[config.mk]
export PLATFORM = sky130hd
export DESIGN_NAME = byte_run_delta_encoder_unit
export DESIGN_NICKNAME = d
export VERILOG_FILES = /design/src/rtl/core/brde_pkg.sv /design/src/rtl/core/brde_front.sv /design/src/rtl/core/brde_queue.sv /design/src/rtl/core/brde_back.sv /design/src/rtl/core/byte_run_delta_encoder_unit.sv
export SDC_FILE = /design/constraint.sdc
export NUM_CORES = 2
export LEC_CHECK = 0
export ABC_AREA = 1
export BUFFER_PORTS_ARGS = -buffer_cell sky130_fd_sc_hd__buf_2
export CORE_MARGIN = 1
export CORE_UTILIZATION = 55
export DETAILED_ROUTE_END_ITERATION = 10
export GPL_TIMING_DRIVEN = 0
export PLACE_DENSITY = 0.72
export REMOVE_ABC_BUFFERS = 1
export SYNTH_ARGS = -nofsm -noshare
export SYNTH_HDL_FRONTEND = slang
export SYNTH_SLANG_ARGS = --single-unit
[constraint.sdc]
create_clock -name clock -period 18.5 [get_ports clock]
set_clock_uncertainty 0.2 [all_clocks]
set_input_delay 4.625 -clock clock [delete_from_list [all_inputs] [get_ports clock]]
set_output_delay 4.625 -clock clock [all_outputs]
set_load 0.03 [all_outputs]
[src/rtl/core/brde_pkg.sv]
// shared types, codes and helpers of the byte run delta encoder
`default_nettype none

package brde_pkg;

   localparam int OFFSET_WIDTH = 32;
   localparam int QUEUE_DEPTH  = 4;
   localparam int QPTR_WIDTH   = $clog2(QUEUE_DEPTH);

   localparam logic [1:0] KIND_DATA  = 2'd0;
   localparam logic [1:0] KIND_RANGE = 2'd1;
   localparam logic [1:0] KIND_DONE  = 2'd2;

   localparam logic [1:0] STATUS_OK          = 2'd0;
   localparam logic [1:0] STATUS_ID_MISMATCH = 2'd1;
   localparam logic [1:0] STATUS_OLD_VERSION = 2'd2;

   localparam logic [1:0] CSR_BASE_SYSTEM_ID   = 2'd0;
   localparam logic [1:0] CSR_TARGET_SYSTEM_ID = 2'd1;
   localparam logic [1:0] CSR_BASE_VERSION     = 2'd2;
   localparam logic [1:0] CSR_TARGET_VERSION   = 2'd3;

   // record slots inside one queue entry, emitted lowest first
   localparam int REC_RANGE_FIRST  = 0;
   localparam int REC_DATA         = 1;
   localparam int REC_RANGE_SECOND = 2;
   localparam int REC_DONE         = 3;
   localparam int REC_SLOTS        = 4;

   typedef struct packed {
      logic [7:0] base_byte;
      logic [7:0] target_byte;
      logic       has_base;
      logic       has_target;
      logic       final_position;
   } req_type;

   typedef struct packed {
      logic [1:0]  record_kind;
      logic [7:0]  data_byte;
      logic [31:0] range_offset;
      logic [31:0] range_length;
      logic [1:0]  status;
      logic [31:0] ranges_total;
      logic [31:0] data_total;
      logic [31:0] bytes_saved;
      logic        last_of_run;
   } rsp_type;

   typedef struct packed {
      logic [REC_SLOTS-1:0]    recs;
      logic [OFFSET_WIDTH-1:0] first_offset;
      logic [31:0]             first_length;
      logic [7:0]              data_byte;
      logic [OFFSET_WIDTH-1:0] second_offset;
      logic [31:0]             second_length;
      logic [1:0]              status;
      logic [31:0]             ranges_total;
      logic [31:0]             data_total;
      logic [31:0]             base_length;
      logic [31:0]             target_length;
   } entry_type;

   function automatic logic [31:0] sat_inc32(input logic [31:0] v);
      return (v == 32'hFFFF_FFFF) ? v : v + 32'd1;
   endfunction

endpackage

`default_nettype wire

[src/rtl/core/brde_front.sv]
// front end: registers, byte classification, run tracking, entry build
`default_nettype none

module brde_front (
   input  wire logic                clock,
   input  wire logic                reset,
   input  wire logic                csr_we,
   input  wire logic [1:0]          csr_index,
   input  wire logic [31:0]         csr_data,
   input  wire logic                accept,
   input  wire brde_pkg::req_type   item,
   output logic                     entry_push,
   output brde_pkg::entry_type      entry
);

   localparam int OW = brde_pkg::OFFSET_WIDTH;

   logic [31:0]   base_sys_ff, target_sys_ff, base_ver_ff, target_ver_ff;
   logic [OW-1:0] position_ff, position_in;
   logic          run_open_ff, run_open_in;
   logic          run_tail_ff, run_tail_in;
   logic [OW-1:0] run_start_ff, run_start_in;
   logic [31:0]   run_length_ff, run_length_in;
   logic [31:0]   range_count_ff, range_count_in;
   logic [31:0]   data_count_ff, data_count_in;
   logic [31:0]   base_length_ff, base_length_in;
   logic [31:0]   target_length_ff, target_length_in;

   logic [1:0]  status;
   logic        ok, diff, tail, any, close_first, close_second, keep_run;
   logic [31:0] count_after_first, count_after_second;

   always_comb begin
      if (base_sys_ff != target_sys_ff) begin
         status = brde_pkg::STATUS_ID_MISMATCH;
      end else if (base_ver_ff >= target_ver_ff) begin
         status = brde_pkg::STATUS_OLD_VERSION;
      end else begin
         status = brde_pkg::STATUS_OK;
      end
      ok   = (status == brde_pkg::STATUS_OK);
      diff = item.has_target & item.has_base & (item.base_byte != item.target_byte);
      tail = item.has_target & ~item.has_base;
      any  = diff | tail;

      // a run closes on a clean byte or when it would change kind
      close_first = ok & run_open_ff & (~any | (tail != run_tail_ff));
      keep_run    = run_open_ff & ~close_first;
      count_after_first = close_first ? brde_pkg::sat_inc32(range_count_ff) : range_count_ff;

      position_in      = position_ff;
      run_open_in      = run_open_ff;
      run_tail_in      = run_tail_ff;
      run_start_in     = run_start_ff;
      run_length_in    = run_length_ff;
      data_count_in    = data_count_ff;
      base_length_in   = base_length_ff;
      target_length_in = target_length_ff;

      if (ok) begin
         position_in = (position_ff == {OW{1'b1}}) ? position_ff : position_ff + OW'(1);
         if (item.has_base) begin
            base_length_in = brde_pkg::sat_inc32(base_length_ff);
         end
         if (item.has_target) begin
            target_length_in = brde_pkg::sat_inc32(target_length_ff);
         end
         if (any) begin
            run_open_in   = 1'b1;
            run_tail_in   = keep_run ? run_tail_ff : tail;
            run_start_in  = keep_run ? run_start_ff : position_ff;
            run_length_in = keep_run ? brde_pkg::sat_inc32(run_length_ff) : 32'd1;
            data_count_in = brde_pkg::sat_inc32(data_count_ff);
         end else if (close_first) begin
            run_open_in   = 1'b0;
            run_tail_in   = 1'b0;
            run_start_in  = '0;
            run_length_in = '0;
         end
      end

      close_second       = ok & item.final_position & run_open_in;
      count_after_second = close_second ? brde_pkg::sat_inc32(count_after_first)
                                        : count_after_first;
      range_count_in     = count_after_first;

      entry.recs[brde_pkg::REC_RANGE_FIRST]  = close_first;
      entry.recs[brde_pkg::REC_DATA]         = ok & any;
      entry.recs[brde_pkg::REC_RANGE_SECOND] = close_second;
      entry.recs[brde_pkg::REC_DONE]         = item.final_position;
      entry.first_offset  = run_start_ff;
      entry.first_length  = run_length_ff;
      entry.data_byte     = item.target_byte;
      entry.second_offset = run_start_in;
      entry.second_length = run_length_in;
      entry.status        = status;
      entry.ranges_total  = ok ? count_after_second : '0;
      entry.data_total    = ok ? data_count_in : '0;
      entry.base_length   = ok ? base_length_in : '0;
      entry.target_length = ok ? target_length_in : '0;

      entry_push = accept & (entry.recs != '0);
   end

   always_ff @(posedge clock) begin
      if (reset) begin
         base_sys_ff      <= '0;
         target_sys_ff    <= '0;
         base_ver_ff      <= '0;
         target_ver_ff    <= '0;
         position_ff      <= '0;
         run_open_ff      <= 1'b0;
         run_tail_ff      <= 1'b0;
         run_start_ff     <= '0;
         run_length_ff    <= '0;
         range_count_ff   <= '0;
         data_count_ff    <= '0;
         base_length_ff   <= '0;
         target_length_ff <= '0;
      end else begin
         if (csr_we) begin
            unique case (csr_index)
               brde_pkg::CSR_BASE_SYSTEM_ID:   base_sys_ff   <= csr_data;
               brde_pkg::CSR_TARGET_SYSTEM_ID: target_sys_ff <= csr_data;
               brde_pkg::CSR_BASE_VERSION:     base_ver_ff   <= csr_data;
               brde_pkg::CSR_TARGET_VERSION:   target_ver_ff <= csr_data;
               default: ;
            endcase
         end
         if (accept) begin
            if (item.final_position) begin
               // job ends: back to the reset picture
               position_ff      <= '0;
               run_open_ff      <= 1'b0;
               run_tail_ff      <= 1'b0;
               run_start_ff     <= '0;
               run_length_ff    <= '0;
               range_count_ff   <= '0;
               data_count_ff    <= '0;
               base_length_ff   <= '0;
               target_length_ff <= '0;
            end else begin
               position_ff      <= position_in;
               run_open_ff      <= run_open_in;
               run_tail_ff      <= run_tail_in;
               run_start_ff     <= run_start_in;
               run_length_ff    <= run_length_in;
               range_count_ff   <= range_count_in;
               data_count_ff    <= data_count_in;
               base_length_ff   <= base_length_in;
               target_length_ff <= target_length_in;
            end
         end
      end
   end

endmodule

`default_nettype wire

[src/rtl/core/brde_queue.sv]
// short entry queue between front and back end
`default_nettype none

module brde_queue (
   input  wire logic                clock,
   input  wire logic                reset,
   input  wire logic                push,
   input  wire brde_pkg::entry_type push_entry,
   input  wire logic                pop,
   output brde_pkg::entry_type      head,
   output logic                     empty,
   output logic                     full
);

   localparam int PW = brde_pkg::QPTR_WIDTH;
   localparam int CW = $clog2(brde_pkg::QUEUE_DEPTH + 1);

   brde_pkg::entry_type slots_ff [brde_pkg::QUEUE_DEPTH];
   logic [PW-1:0] wr_ptr_ff, rd_ptr_ff;
   logic [CW-1:0] count_ff;
   logic          do_push, do_pop;

   assign empty   = (count_ff == '0);
   assign full    = (count_ff == CW'(brde_pkg::QUEUE_DEPTH));
   assign head    = slots_ff[rd_ptr_ff];
   assign do_push = push & ~full;
   assign do_pop  = pop & ~empty;

   always_ff @(posedge clock) begin
      if (do_push) begin
         slots_ff[wr_ptr_ff] <= push_entry;
      end
   end

   always_ff @(posedge clock) begin
      if (reset) begin
         wr_ptr_ff <= '0;
         rd_ptr_ff <= '0;
         count_ff  <= '0;
      end else begin
         if (do_push) begin
            wr_ptr_ff <= wr_ptr_ff + PW'(1);
         end
         if (do_pop) begin
            rd_ptr_ff <= rd_ptr_ff + PW'(1);
         end
         if (do_push && !do_pop) begin
            count_ff <= count_ff + CW'(1);
         end else if (do_pop && !do_push) begin
            count_ff <= count_ff - CW'(1);
         end
      end
   end

endmodule

`default_nettype wire

[src/rtl/core/brde_back.sv]
// back end: unpacks queue entries into result beats, output register
`default_nettype none

module brde_back (
   input  wire logic                clock,
   input  wire logic                reset,
   input  wire brde_pkg::entry_type head,
   input  wire logic                q_empty,
   output logic                     q_pop,
   output brde_pkg::rsp_type        rsp_data,
   output logic                     rsp_empty,
   input  wire logic                rsp_pop
);

   localparam int NR = brde_pkg::REC_SLOTS;

   brde_pkg::entry_type cur_ff, src;
   logic [NR-1:0]       mask_ff, mask_in, src_mask, sel;
   brde_pkg::rsp_type   rsp_ff, rsp_in;
   logic                valid_ff, use_cur, load;

   always_comb begin
      use_cur  = (mask_ff != '0);
      src      = use_cur ? cur_ff : head;
      src_mask = use_cur ? mask_ff : (q_empty ? '0 : head.recs);
      sel      = src_mask & (~src_mask + NR'(1));
      mask_in  = src_mask & ~sel;
      load     = (src_mask != '0) & (~valid_ff | rsp_pop);
      q_pop    = load & ~use_cur;

      rsp_in = '0;
      if (sel[brde_pkg::REC_RANGE_FIRST]) begin
         rsp_in.record_kind  = brde_pkg::KIND_RANGE;
         rsp_in.range_offset = 32'(src.first_offset);
         rsp_in.range_length = src.first_length;
      end else if (sel[brde_pkg::REC_DATA]) begin
         rsp_in.record_kind = brde_pkg::KIND_DATA;
         rsp_in.data_byte   = src.data_byte;
      end else if (sel[brde_pkg::REC_RANGE_SECOND]) begin
         rsp_in.record_kind  = brde_pkg::KIND_RANGE;
         rsp_in.range_offset = 32'(src.second_offset);
         rsp_in.range_length = src.second_length;
      end else begin
         rsp_in.record_kind  = brde_pkg::KIND_DONE;
         rsp_in.status       = src.status;
         rsp_in.ranges_total = src.ranges_total;
         rsp_in.data_total   = src.data_total;
         rsp_in.last_of_run  = 1'b1;
         // saving only counts when both snapshots are the same size
         if ((src.base_length == src.target_length) &&
             (src.target_length > src.data_total)) begin
            rsp_in.bytes_saved = src.target_length - src.data_total;
         end
      end
   end

   assign rsp_data  = rsp_ff;
   assign rsp_empty = ~valid_ff;

   always_ff @(posedge clock) begin
      if (load) begin
         rsp_ff <= rsp_in;
      end
      if (q_pop) begin
         cur_ff <= head;
      end
   end

   always_ff @(posedge clock) begin
      if (reset) begin
         valid_ff <= 1'b0;
         mask_ff  <= '0;
      end else begin
         if (load) begin
            valid_ff <= 1'b1;
            mask_ff  <= mask_in;
         end else if (rsp_pop) begin
            valid_ff <= 1'b0;
         end
      end
   end

endmodule

`default_nettype wire

[src/rtl/core/byte_run_delta_encoder_unit.sv]
// top level of the byte run delta encoder
// an accepted beat passes the entry queue and then the output register before its first result shows
// throughput: one position per cycle while each position gives at most one record and
//   results are popped; a position that gives several records holds the back end until all are out
// a four-entry queue parts the classifying front end from the record back end
// reset (synchronous, active high) clears job state, registers and queue at once
`default_nettype none

module byte_run_delta_encoder_unit (
   input  wire logic              clock,
   input  wire logic              reset,
   input  wire logic              csr_we,
   input  wire logic [1:0]        csr_index,
   input  wire logic [31:0]       csr_data,
   input  wire logic              req_push,
   input  wire brde_pkg::req_type req_data,
   output logic                   req_full,
   output brde_pkg::rsp_type      rsp_data,
   output logic                   rsp_empty,
   input  wire logic              rsp_pop
);

   brde_pkg::entry_type push_entry, head;
   logic                accept, entry_push, q_pop, q_empty, q_full;

   assign req_full = q_full;
   assign accept   = req_push & ~q_full;

   brde_front u_front (
      .clock      (clock),
      .reset      (reset),
      .csr_we     (csr_we),
      .csr_index  (csr_index),
      .csr_data   (csr_data),
      .accept     (accept),
      .item       (req_data),
      .entry_push (entry_push),
      .entry      (push_entry)
   );

   brde_queue u_queue (
      .clock      (clock),
      .reset      (reset),
      .push       (entry_push),
      .push_entry (push_entry),
      .pop        (q_pop),
      .head       (head),
      .empty      (q_empty),
      .full       (q_full)
   );

   brde_back u_back (
      .clock     (clock),
      .reset     (reset),
      .head      (head),
      .q_empty   (q_empty),
      .q_pop     (q_pop),
      .rsp_data  (rsp_data),
      .rsp_empty (rsp_empty),
      .rsp_pop   (rsp_pop)
   );

endmodule

`default_nettype wire

==> metrics.txt <==
clock insertion delay at the later pin of the skew report=0.83 ns; count of final setup violators=0; Sink Count=1821; leakage power=0.03435 uW; vias per cell=5.770; power per standard cell area=175.7 mW/mm^2; Slew Limit Fails=0; Area Growth Syn to Fin=13.37%; EDFF count, synth=1454; crit-path cells=buf_2, xnor2_1, nand3_1, nor2_1, nand2_1, nand3_2, nand4_4, nand2_1, nand2_1, o22ai_1, nand2_1, a21oi_1; Crit path max-delay family=simple AND/OR/NAND/NOR gates; Seq. cell area=0.05102 sq mm; Layout Nets=8342; Max IR drop VDD=0.2530 mV; synthesized flop and latch total=1821; unrepaired setup endpoints after global routing=false; Max-Cap Viols=0; post-CTS resize count=0; post-synth top area share=54.33%; DR top layer=met5; commonest non-fill, non-tap cells in the layout=nand2_1, edfxtp_1, nor2_1; Routed Antenna Nets=0; main area contributors after synthesis=edfxtp_1, dfxtp_1, nand2_1; CTS tree=yes; CP endpoint kind=flip-flop; total detailed-routing wirelength=208.2 mm; Final period util=53.63%; Post-route DRC=0; Setup CP Type=primary input to flip-flop; slowest cell on the critical path=nand2_1; Post-Syn Area per Cell=9.927 sq um; CTS Root Cell=clkbuf_16; via count=59310; Cells after Synth=8095; Setup Fix Bufs, Post-CTS=0; number of global-route vias before repair=56620; minimum clock period=9.921 ns; most common cell after layout, fill and taps aside=nand2_1; pin slew with the least headroom to its limit=1.466 ns; placed cells=9921; share of post-route cells with drive strength above 1=8.844%; count of different cell masters after synthesis=61; area leader, netlist=edfxtp_1; maximum clock frequency=0.1008 GHz; die area=0.1476 sq mm; RD Place Congestion=0.9117; Die Ht=384.2 um; Fin Setup TNS=0 ns; CTS Hold Bufs=0; critical path required time=19.03 ns; Synth Flop Type=edfxtp_1; pin count of the biggest net entering global routing=169; # H-tree levels=4; Die X=384.2 um; I/O Buffers=232; CP max FO=36; fraction of registers with async set/reset=0%; CP max stage delay=1.04 ns; status=complete, no violations; WP data arrival=10.45 ns; Layout fillers=11310; synth warn=0; Syn Std Cell Area=0.08036 sq mm; WL met3=15.83 mm; Clock Pin Slew Worst Setup and Hold Paths=0.06 ns; met2 routed WL=100.3 mm; first-pass GRT wire length=319.4 mm; Pwr Total=16010 uW; row count=139; final hold violation count=0; Hold Path Class=flip-flop to flip-flop; TritonCTS Buffers=184; initial antenna violation count=12; CTS max path bufs=3; multi-input logic area=0.02529 sq mm; Starting Density=55.67%; overflow left after global routing=0; Pre-antenna DRT Iters=8; routed len/inst=20.26 um; Slew HR=1.899%; Global Route Usage Sum=27.82%; most used cell, CP=nand2_1; WL met1=85.00 mm; IO Pins=233; Worst setup SP type=primary input; WP buf/inv=1; core area=0.1444 sq mm; Seq/Total Area, Yosys=63.47%; detailed router's first-iteration violation count=5670; DPL Wire Length=131.9 mm; fin cells=10280
## where the power goes
part           total, uW  switching (uW)  internal [uW]
clock network       3730            1580           2150
registers           5630             194           5440
logic               6640            4760           1880
## worst reg2reg max path, delay by kind of cell, from the launching register on
kind	cells	cell delay, ns
fa+ha+maj	1	0.39
simple gates	10	2.76
flops	1	0.55
compound gates	4	1.64
buf+inv	4	1.76
## final timing paths
check	cells past startpoint	startpoint	end	slack (ns)
min reg2reg	2	u_front.base_ver_ff[0]$_SDFFE_PP0P_	u_front.base_ver_ff[0]$_SDFFE_PP0P_	0.26
max	12	req_data[4]	u_front.run_start_ff[31]$_SDFFE_PP0P_	8.58
min	2	u_front.base_ver_ff[0]$_SDFFE_PP0P_	u_front.base_ver_ff[0]$_SDFFE_PP0P_	0.26
max reg2reg	19	flip-flop	u_back.rsp_data[31]$_SDFFCE_PP0P_	10.92
## layer usage
layer,global-route usage [%],vias to the layer above
li1,-,28080
met1,36.64,28490
met2,46.31,2340
met3,4.385,391
met4,10.69,6
met5,0,-
## registers in the layout (all words and copies together) (netlist names), 2 cells and up, named ones only
signal,flops
u_front.run_start_ff,32
u_front.base_sys_ff,32
u_front.target_ver_ff,32
u_front.target_length_ff,32
u_queue.rd_ptr_ff,2
u_queue.count_ff,3
u_front.run_length_ff,32
u_front.base_length_ff,32
u_front.target_sys_ff,32
u_queue.wr_ptr_ff,2
u_front.position_ff,32
u_back.cur_ff,202
u_queue.slots_ff,1080
u_front.range_count_ff,32
u_back.rsp_data,172
u_front.base_ver_ff,32
u_front.data_count_ff,32
u_back.mask_ff,3
## cells by family (layout without fill, tap and decap cells)
family / count (synthesis) / in the layout / synth area share [%]
simple gates: 3317 / 3317 / 17.11
xor+xnor: 167 / 167 / 1.820
compound gates: 1605 / 1605 / 10.79
flops: 1821 / 1821 / 63.47
fa+ha+maj: 78 / 78 / 1.233
buf+inv: 1075 / 1347 / 5.166
other cells: 0 / 8 / 0
mux: 32 / 32 / 0.3986
## area by class of cell
| type | instances | share of cell area (%) |
|---|---|---|
| Clock inverter | 94 | 1.062 |
| Antenna cell | 8 | 0.02197 |
| Sequential cell | 1821 | 56.00 |
| Multi-Input combinational cell | 5199 | 27.76 |
| Timing Repair Buffer | 346 | 4.137 |
| Inverter | 654 | 2.741 |
| Tap cell | 1903 | 2.613 |
| Clock buffer | 253 | 5.665 |
## synth_stat cells (all sizes together) (14+ instances only)
| cell type | n |
|---|---|
| nand2 | 1619 |
| edfxtp | 1454 |
| nor2 | 1076 |
| o21ai | 818 |
| inv | 652 |
| a21oi | 413 |
| dfxtp | 367 |
| clkbuf | 339 |
| nand3 | 336 |
| o22ai | 246 |
| xor2 | 139 |
| nor3 | 114 |
| buf | 82 |
| nand4 | 81 |
| ha | 76 |
| nor4 | 46 |
| o211ai | 35 |
| mux2i | 32 |
| o31ai | 32 |
| xnor2 | 28 |
| or2 | 23 |
| nand3b | 14 |
## metrics by stage
stage / hold WS, ns / setup slack, ns / util [%] / cell area [sq um]
final: 0.2595 / 8.579 / 63.11 / 91110
after global routing: 0.2714 / 8.383 / 63.10 / 91090
after CTS: 0.2615 / 8.692 / 63.07 / 91040
after detailed placement: 0.2526 / 7.845 / 58.82 / 84910
after global placement: 0.2458 / -44.52 / 56.95 / 82210
after floorplan: 0.2353 / -7.685 / - / 78660
Power figures use the tool's default switching activity.
